<file path="src/rtl/core/fnvh_pkg.sv">
package fnvh_pkg;

	localparam logic [31:0] HASH_BASIS = 32'h811c_9dc5;
	localparam logic [31:0] HASH_PRIME = 32'h0100_0193;
	localparam int unsigned HASH_WIDTH = 32;
	localparam int unsigned FOLD_WIDTH = 5;
	localparam int unsigned QUEUE_DEPTH = 4;
	localparam int unsigned QUEUE_AW = $clog2(QUEUE_DEPTH);

	typedef struct packed {
		logic       has_byte;
		logic       last;
		logic [7:0] data_byte;
	} fnvh_entry_t;

	typedef struct packed {
		logic        valid;
		fnvh_entry_t entry;
	} fnvh_head_t;

	function automatic logic [HASH_WIDTH-1:0] fold_hash(
		input logic [HASH_WIDTH-1:0] h,
		input logic [FOLD_WIDTH-1:0] k
	);
		logic [HASH_WIDTH-1:0] mask;
		logic [FOLD_WIDTH:0]   shamt;
		mask  = (HASH_WIDTH'(1) << k) - HASH_WIDTH'(1);
		shamt = (FOLD_WIDTH+1)'(HASH_WIDTH) - {1'b0, k};
		if (k == '0) begin
			return h;
		end
		return (h >> shamt) ^ (h & mask);
	endfunction

endpackage

</file>
<file path="src/rtl/core/fnv1a32_stream_hash_fold_unit.sv">
// FNV-1a 32-bit byte-stream hash. One byte per item enters on s_axis
// (tuser set when tdata carries a byte, tlast closing the message); the
// closing item yields one 32-bit hash on m_axis, xor-folded to fold_bits
// bits when fold_bits is nonzero, upper bits zero. Sustained rate is one
// item per clock cycle while m_axis keeps taking results, set by the
// xor-and-prime-multiply loop on the running hash register. A 4-entry
// queue separates the input side from the hash engine; a closing item
// passes the queue, engine result register and fold output register.
// fold_bits is written through cfg_valid/cfg_data and is always ready.
module fnv1a32_stream_hash_fold_unit (
	input  logic        clk,
	input  logic        arst_n,
	input  logic        cfg_valid,
	output logic        cfg_ready,
	input  logic [4:0]  cfg_data,      // fold_bits
	input  logic        s_axis_tvalid,
	output logic        s_axis_tready,
	input  logic [7:0]  s_axis_tdata,  // data_byte
	input  logic        s_axis_tuser,  // carries_byte
	input  logic        s_axis_tlast,
	output logic        m_axis_tvalid,
	input  logic        m_axis_tready,
	output logic [31:0] m_axis_tdata   // hash_value
);

	fnvh_pkg::fnvh_entry_t in_entry;
	fnvh_pkg::fnvh_head_t  head;
	logic                  pop;
	logic                  res_valid;
	logic [31:0]           res_hash;
	logic                  res_ready;
	logic [4:0]            fold_bits_q;
	logic                  out_valid_q;
	logic [31:0]           out_data_q;

	assign in_entry.has_byte  = s_axis_tuser;
	assign in_entry.last      = s_axis_tlast;
	assign in_entry.data_byte = s_axis_tdata;

	fnvh_front u_front (
		.clk      (clk),
		.arst_n   (arst_n),
		.in_valid (s_axis_tvalid),
		.in_ready (s_axis_tready),
		.in_entry (in_entry),
		.head     (head),
		.pop      (pop)
	);

	fnvh_back u_back (
		.clk       (clk),
		.arst_n    (arst_n),
		.head      (head),
		.pop       (pop),
		.res_valid (res_valid),
		.res_hash  (res_hash),
		.res_ready (res_ready)
	);

	assign cfg_ready     = 1'b1;
	assign res_ready     = !out_valid_q || m_axis_tready;
	assign m_axis_tvalid = out_valid_q;
	assign m_axis_tdata  = out_data_q;

	always_ff @(posedge clk) begin
		if (res_valid && res_ready) begin
			out_data_q <= fnvh_pkg::fold_hash(res_hash, fold_bits_q);
		end
	end

	always_ff @(posedge clk or negedge arst_n) begin
		if (!arst_n) begin
			fold_bits_q <= '0;
			out_valid_q <= 1'b0;
		end else begin
			if (cfg_valid) begin
				fold_bits_q <= cfg_data;
			end
			if (res_ready) begin
				out_valid_q <= res_valid;
			end
		end
	end

endmodule

</file>
<file path="src/rtl/core/fnvh_front.sv">
module fnvh_front (
	input  logic               clk,
	input  logic               arst_n,
	input  logic               in_valid,
	output logic               in_ready,
	input  fnvh_pkg::fnvh_entry_t in_entry,
	output fnvh_pkg::fnvh_head_t  head,
	input  logic               pop
);

	fnvh_pkg::fnvh_entry_t mem_q [fnvh_pkg::QUEUE_DEPTH];
	logic [fnvh_pkg::QUEUE_AW-1:0] wr_ptr_q;
	logic [fnvh_pkg::QUEUE_AW-1:0] rd_ptr_q;
	logic [fnvh_pkg::QUEUE_AW:0]   count_q;
	logic                          push;
	logic                          do_pop;

	assign in_ready = (count_q != (fnvh_pkg::QUEUE_AW+1)'(fnvh_pkg::QUEUE_DEPTH));
	// items with no byte that do not close a message are dropped here
	assign push     = in_valid && in_ready && (in_entry.has_byte || in_entry.last);
	assign do_pop   = pop && (count_q != '0);

	assign head.valid = (count_q != '0);
	assign head.entry = mem_q[rd_ptr_q];

	always_ff @(posedge clk) begin
		if (push) begin
			mem_q[wr_ptr_q] <= in_entry;
		end
	end

	always_ff @(posedge clk or negedge arst_n) begin
		if (!arst_n) begin
			wr_ptr_q <= '0;
			rd_ptr_q <= '0;
			count_q  <= '0;
		end else begin
			if (push) begin
				wr_ptr_q <= wr_ptr_q + 1'b1;
			end
			if (do_pop) begin
				rd_ptr_q <= rd_ptr_q + 1'b1;
			end
			case ({push, do_pop})
				2'b10:   count_q <= count_q + 1'b1;
				2'b01:   count_q <= count_q - 1'b1;
				default: count_q <= count_q;
			endcase
		end
	end

endmodule

</file>
<file path="src/rtl/core/fnvh_back.sv">
module fnvh_back (
	input  logic                 clk,
	input  logic                 arst_n,
	input  fnvh_pkg::fnvh_head_t head,
	output logic                 pop,
	output logic                 res_valid,
	output logic [31:0]          res_hash,
	input  logic                 res_ready
);

	logic [31:0] hash_q;
	logic [31:0] hash_next;
	logic [31:0] mixed;
	logic        res_valid_s1;
	logic [31:0] res_hash_s1;
	logic        slot_free;

	assign mixed     = hash_q ^ {24'd0, head.entry.data_byte};
	assign hash_next = head.entry.has_byte ? (mixed * fnvh_pkg::HASH_PRIME) : hash_q;
	assign slot_free = !res_valid_s1 || res_ready;
	assign pop       = head.valid && (!head.entry.last || slot_free);

	assign res_valid = res_valid_s1;
	assign res_hash  = res_hash_s1;

	always_ff @(posedge clk) begin
		if (pop && head.entry.last) begin
			res_hash_s1 <= hash_next;
		end
	end

	always_ff @(posedge clk or negedge arst_n) begin
		if (!arst_n) begin
			hash_q       <= fnvh_pkg::HASH_BASIS;
			res_valid_s1 <= 1'b0;
		end else begin
			if (pop) begin
				hash_q <= head.entry.last ? fnvh_pkg::HASH_BASIS : hash_next;
			end
			if (pop && head.entry.last) begin
				res_valid_s1 <= 1'b1;
			end else if (res_ready) begin
				res_valid_s1 <= 1'b0;
			end
		end
	end

endmodule

</file>
<file path="config.mk">
export PLATFORM = sky130hd
export DESIGN_NAME = fnv1a32_stream_hash_fold_unit
export DESIGN_NICKNAME = d
export VERILOG_FILES = /design/src/rtl/core/fnvh_pkg.sv /design/src/rtl/core/fnv1a32_stream_hash_fold_unit.sv /design/src/rtl/core/fnvh_front.sv /design/src/rtl/core/fnvh_back.sv
export SDC_FILE = /design/constraint.sdc
export NUM_CORES = 1
export LEC_CHECK = 0
export BUFFER_PORTS_ARGS = -buffer_cell sky130_fd_sc_hd__buf_2
export CORE_AREA = 2 2 197 199
export CTS_CLUSTER_DIAMETER = 40
export DETAILED_ROUTE_END_ITERATION = 12
export DIE_AREA = 0 0 199 201
export GPL_TIMING_DRIVEN = 0
export PLACE_DENSITY = 0.65
export SLEW_MARGIN = 10
export SYNTH_ARGS = -nofsm -noshare
export SYNTH_HDL_FRONTEND = slang
export SYNTH_SLANG_ARGS = --single-unit
</file>
<file path="constraint.sdc">
create_clock -name clk -period 9.7 [get_ports clk]
set_input_delay 0.485 -clock clk [delete_from_list [all_inputs] [get_ports clk]]
set_output_delay 0.485 -clock clk [all_outputs]
set_load 0.01 [all_outputs]
</file>
==> results.md <==
## Run status
- result of the run: complete, no violations

## Finish
- proportion of layout cells with a drive suffix above 1: 0.124
- final-layout fill cell count: 3648
- Net count, final: 1851
- diode insertion count for antenna repair: 0
- Layout area overhead: 10.4%
- Final Instance Area: 16500 sq um

## Synthesis
- Synth Net Count: 1777
- primary flip-flop cell chosen by synthesis mapping: sky130_fd_sc_hd__edfxtp_1
- share of flip-flops with an asynchronous set or reset: 0.307
- synthesis warning total: 0
- number of standard cells after synthesis: 1485
- area share of the largest cell type after synthesis: 0.209
- syn_area_per_cell: 10.1 sq um
- mapped cell area: 14900 sq um
- number of synthesized flops with an enable pin: 104
- Synth cell types: 81
- Area contributors post-synth: sky130_fd_sc_hd__edfxtp_1, sky130_fd_sc_hd__ha_1, sky130_fd_sc_hd__fa_1
- part of the Yosys area used for sequential elements: 0.288
- flops & latches, synth: 150
- leading area contributor after synthesis: sky130_fd_sc_hd__edfxtp_1

## Critical path
- crit path launch type: flop
- launching point of the worst reg2reg path: u_front.rd_ptr_q[1]
- Worst setup startpoint: u_front.rd_ptr_q[1]
- Worst path slowest cell: sky130_fd_sc_hd__xor2_1
- Stages on worst setup path: 21
- CP Cell Sequence: buf_1 -> mux4_2 -> xor2_1 -> ha_1 -> ha_1 -> fa_1 -> ha_1 -> fa_1 -> ha_1 -> inv_1 -> fa_1 -> inv_1 -> ha_1 -> clkbuf_2 -> a21oi_1 -> o21bai_1 -> a221oi_2 -> nand2_1 -> a311o_1 -> a2111oi_0 -> a311oi_1
- crit path DAT: 7670 ps
- maximum single-stage delay on the critical path: 880 ps
- r2r endpoint: u_back.hash_q[24]
- total buffers and inverters traversed by the critical path: 4
- most used cell along the critical path: sky130_fd_sc_hd__ha_1
- maximum fanout along the worst path: 10
- cell count of the worst reg-to-reg path: 21
- endpoint kind of the worst setup timing path: flop
- type of the worst setup path: flop to flop
- CP top delay family: adder cells
- required arrival time at the worst endpoint: 10040 ps
- R2R setup slack: 2370 ps
- Worst Setup EP: u_back.hash_q[24]

## Global route
- GRT Util Overall: 0.211
- number of antenna violations at the first check in global routing: 0
- vias in the first global route: 11400
- maximum number of pins on one net before global-route repair: 47
- wire length of the first global-routing pass: 64700 um
- Congestion Overflow GR: 0

## Clock tree
- Max clock buf depth: 2
- CTS Root Cell: sky130_fd_sc_hd__clkbuf_16
- total number of H-tree levels: 4
- later-pin clock latency in the skew report: 440 ps
- total of cells resized after clock tree synthesis: 0
- number of clock sinks seen by CTS: 150
- number of buffers added by the clock tree synthesis step: 17
- TritonCTS clock tree: done
- clock slew at the register clock pins of the worst setup and hold paths: 70 ps

## STA
- Final Hold Vio Count: 0
- time the worst path needs with I/O delays and setup: 7330 ps
- f_max: 136 MHz
- accumulated negative setup slack: 0 ps
- post-route clock period utilization: 0.756
- number of pins with negative max-slew slack in the final report: 0
- transition at the pin with the smallest max-transition slack: 1120 ps
- final number of setup-violating endpoints: 0
- worst clock skew: 10.3 ps
- Worst slew margin: 0.254
- RSZ-0062 raised after global routing: false

## Drt
- total vias in the final route: 11500
- average routed wire per standard cell: 19.7 um
- violation count after the first detailed-route iteration: 889
- antenna-violating nets left: 0
- DRT Wirelength: 41100 um
- ratio of routed vias to standard cells: 5.50
- detailed-routing iteration count for the pre-antenna-repair pass: 5
- residual DRC count: 0

## Place
- Port Buf Inserts: 52
- post-DP HPWL: 33100 um
- instance area after placement: 15900 sq um
- routability congestion estimate: 0.960

## Floorplanning
- starting density of the core: 0.392
- DIE HEIGHT: 201 um
- Row Count: 72
- floorplan core area: 38100 sq um
- die area: 40000 sq um
- boundary pin count: 55
- horizontal die dimension: 199 um

## Min path
- hold-critical path depth: 1
- Worst Hold Class: input port to flop

## Run
- max-cap violation count: 0

## layout make-up
type,count,area [sq um],area share
Clock inverter,14,159,0.00964
Sequential cell,150,4290,0.260
Buffer,63,308,0.0187
Clock buffer,18,429,0.0260
Timing Repair Buffer,55,310,0.0188
Tap cell,518,648,0.0393
Multi-Input combinational cell,1060,9540,0.579
Inverter,212,796,0.0483
## logic make-up after synthesis
kind of cell,Yosys count,share of synthesized area
AND/OR/NAND/NOR,337,0.106
AO/OA/AOI/OAI,303,0.141
buffers and inverters,275,0.0739
adder cells (fa/ha/maj),272,0.266
flip-flops,150,0.288
multiplexers,87,0.0887
XOR/XNOR,60,0.0371
other,1,0.000251
## flip-flops by register name, summed over array words and instances (netlist names)
register	count
fold_bits_q	5
u_back.res_hash	32
u_back.res_valid	1
m_axis_tdata	32
u_back.hash_q	32
m_axis_tvalid	1
u_front.count_q	3
u_front.wr_ptr_q	2
u_front.mem_q	40
u_front.rd_ptr_q	2
## how the worst min path moves through the flow
stage	start	end
3_5_place_dp	u_front.count_q[2]	u_front.count_q[2]
3_3_place_gp	u_back.res_valid	u_back.res_valid
4_1_cts	s_axis_tdata[1]	u_front.mem_q[3][1]
5_1_grt	s_axis_tdata[1]	u_front.mem_q[3][1]
6_report	s_axis_tdata[1]	u_front.mem_q[1][1]
2_1_floorplan	arst_n	fold_bits_q[0]
## per-layer routing
metal / vias up / track usage / part of all wire
met3: 71 / 0.0249 / 0.039
met1: 5673 / 0.278 / 0.44
met2: 314 / 0.352 / 0.48
met5: - / 0 / 0
met4: 0 / 0.0850 / 0.036
li1: 5434 / - / -
## through the flow
step           instances  hold slack, ps  utilization  setup WS, ps
6_report            2090             259        0.432          2370
2_1_floorplan       1485             189            -          3680
4_1_cts             2088             247        0.432          2370
3_3_place_gp        2055             506        0.416          2520
5_1_grt             2090             249        0.432          1960
3_5_place_dp        2056             510        0.416          2430
## placed cells by master, fill, tap and decap left out, types with 6 or more instances in the layout
master,n
sky130_fd_sc_hd__edfxtp_1,104
sky130_fd_sc_hd__nor3b_1,7
sky130_fd_sc_hd__a211oi_1,10
sky130_fd_sc_hd__ha_1,197
sky130_fd_sc_hd__and2_1,15
sky130_fd_sc_hd__mux2i_1,40
sky130_fd_sc_hd__nor2_1,52
sky130_fd_sc_hd__nand2_1,154
sky130_fd_sc_hd__o22a_1,11
sky130_fd_sc_hd__dfstp_2,14
sky130_fd_sc_hd__a21o_1,14
sky130_fd_sc_hd__o21ai_0,67
sky130_fd_sc_hd__inv_1,206
sky130_fd_sc_hd__clkbuf_1,31
sky130_fd_sc_hd__mux2_2,12
sky130_fd_sc_hd__and3_1,10
sky130_fd_sc_hd__xnor2_1,32
sky130_fd_sc_hd__mux4_2,35
sky130_fd_sc_hd__o21a_1,11
sky130_fd_sc_hd__a32oi_1,9
sky130_fd_sc_hd__a211o_1,18
sky130_fd_sc_hd__xor2_1,25
sky130_fd_sc_hd__a31oi_1,10
sky130_fd_sc_hd__nand2b_1,8
sky130_fd_sc_hd__nand3_1,38
sky130_fd_sc_hd__inv_2,6
sky130_fd_sc_hd__o211ai_1,14
sky130_fd_sc_hd__nor3_1,10
sky130_fd_sc_hd__a22o_1,16
sky130_fd_sc_hd__buf_2,72
sky130_fd_sc_hd__a21oi_1,55
sky130_fd_sc_hd__clkbuf_16,17
sky130_fd_sc_hd__o31ai_1,13
sky130_fd_sc_hd__dfrtp_1,32
sky130_fd_sc_hd__fa_1,75
sky130_fd_sc_hd__nor2b_1,7
## cell usage after synthesis, types with 9 or more instances
master / n
sky130_fd_sc_hd__a211o_1: 18
sky130_fd_sc_hd__a211oi_1: 10
sky130_fd_sc_hd__a21o_1: 14
sky130_fd_sc_hd__a21oi_1: 55
sky130_fd_sc_hd__a22o_1: 16
sky130_fd_sc_hd__a31oi_1: 10
sky130_fd_sc_hd__a32oi_1: 9
sky130_fd_sc_hd__and2_1: 16
sky130_fd_sc_hd__and3_1: 10
sky130_fd_sc_hd__buf_2: 20
sky130_fd_sc_hd__clkbuf_1: 30
sky130_fd_sc_hd__dfrtp_1: 32
sky130_fd_sc_hd__dfstp_2: 14
sky130_fd_sc_hd__edfxtp_1: 104
sky130_fd_sc_hd__fa_1: 75
sky130_fd_sc_hd__ha_1: 197
sky130_fd_sc_hd__inv_1: 206
sky130_fd_sc_hd__mux2_2: 12
sky130_fd_sc_hd__mux2i_1: 40
sky130_fd_sc_hd__mux4_2: 35
sky130_fd_sc_hd__nand2_1: 154
sky130_fd_sc_hd__nand3_1: 38
sky130_fd_sc_hd__nor2_1: 52
sky130_fd_sc_hd__nor3_1: 10
sky130_fd_sc_hd__o211ai_1: 14
sky130_fd_sc_hd__o21a_1: 11
sky130_fd_sc_hd__o21ai_0: 67
sky130_fd_sc_hd__o22a_1: 11
sky130_fd_sc_hd__o31ai_1: 13
sky130_fd_sc_hd__xnor2_1: 32
sky130_fd_sc_hd__xor2_1: 25
## timing repair
item,in CTS,in global routing
hold endpoints to repair,0,10
buffers inserted,0,0
hold buffers,0,1
Power is left out: the tool's default activity adds up to more than one toggle a clock period on the data nets, which glitch-free logic cannot reach.
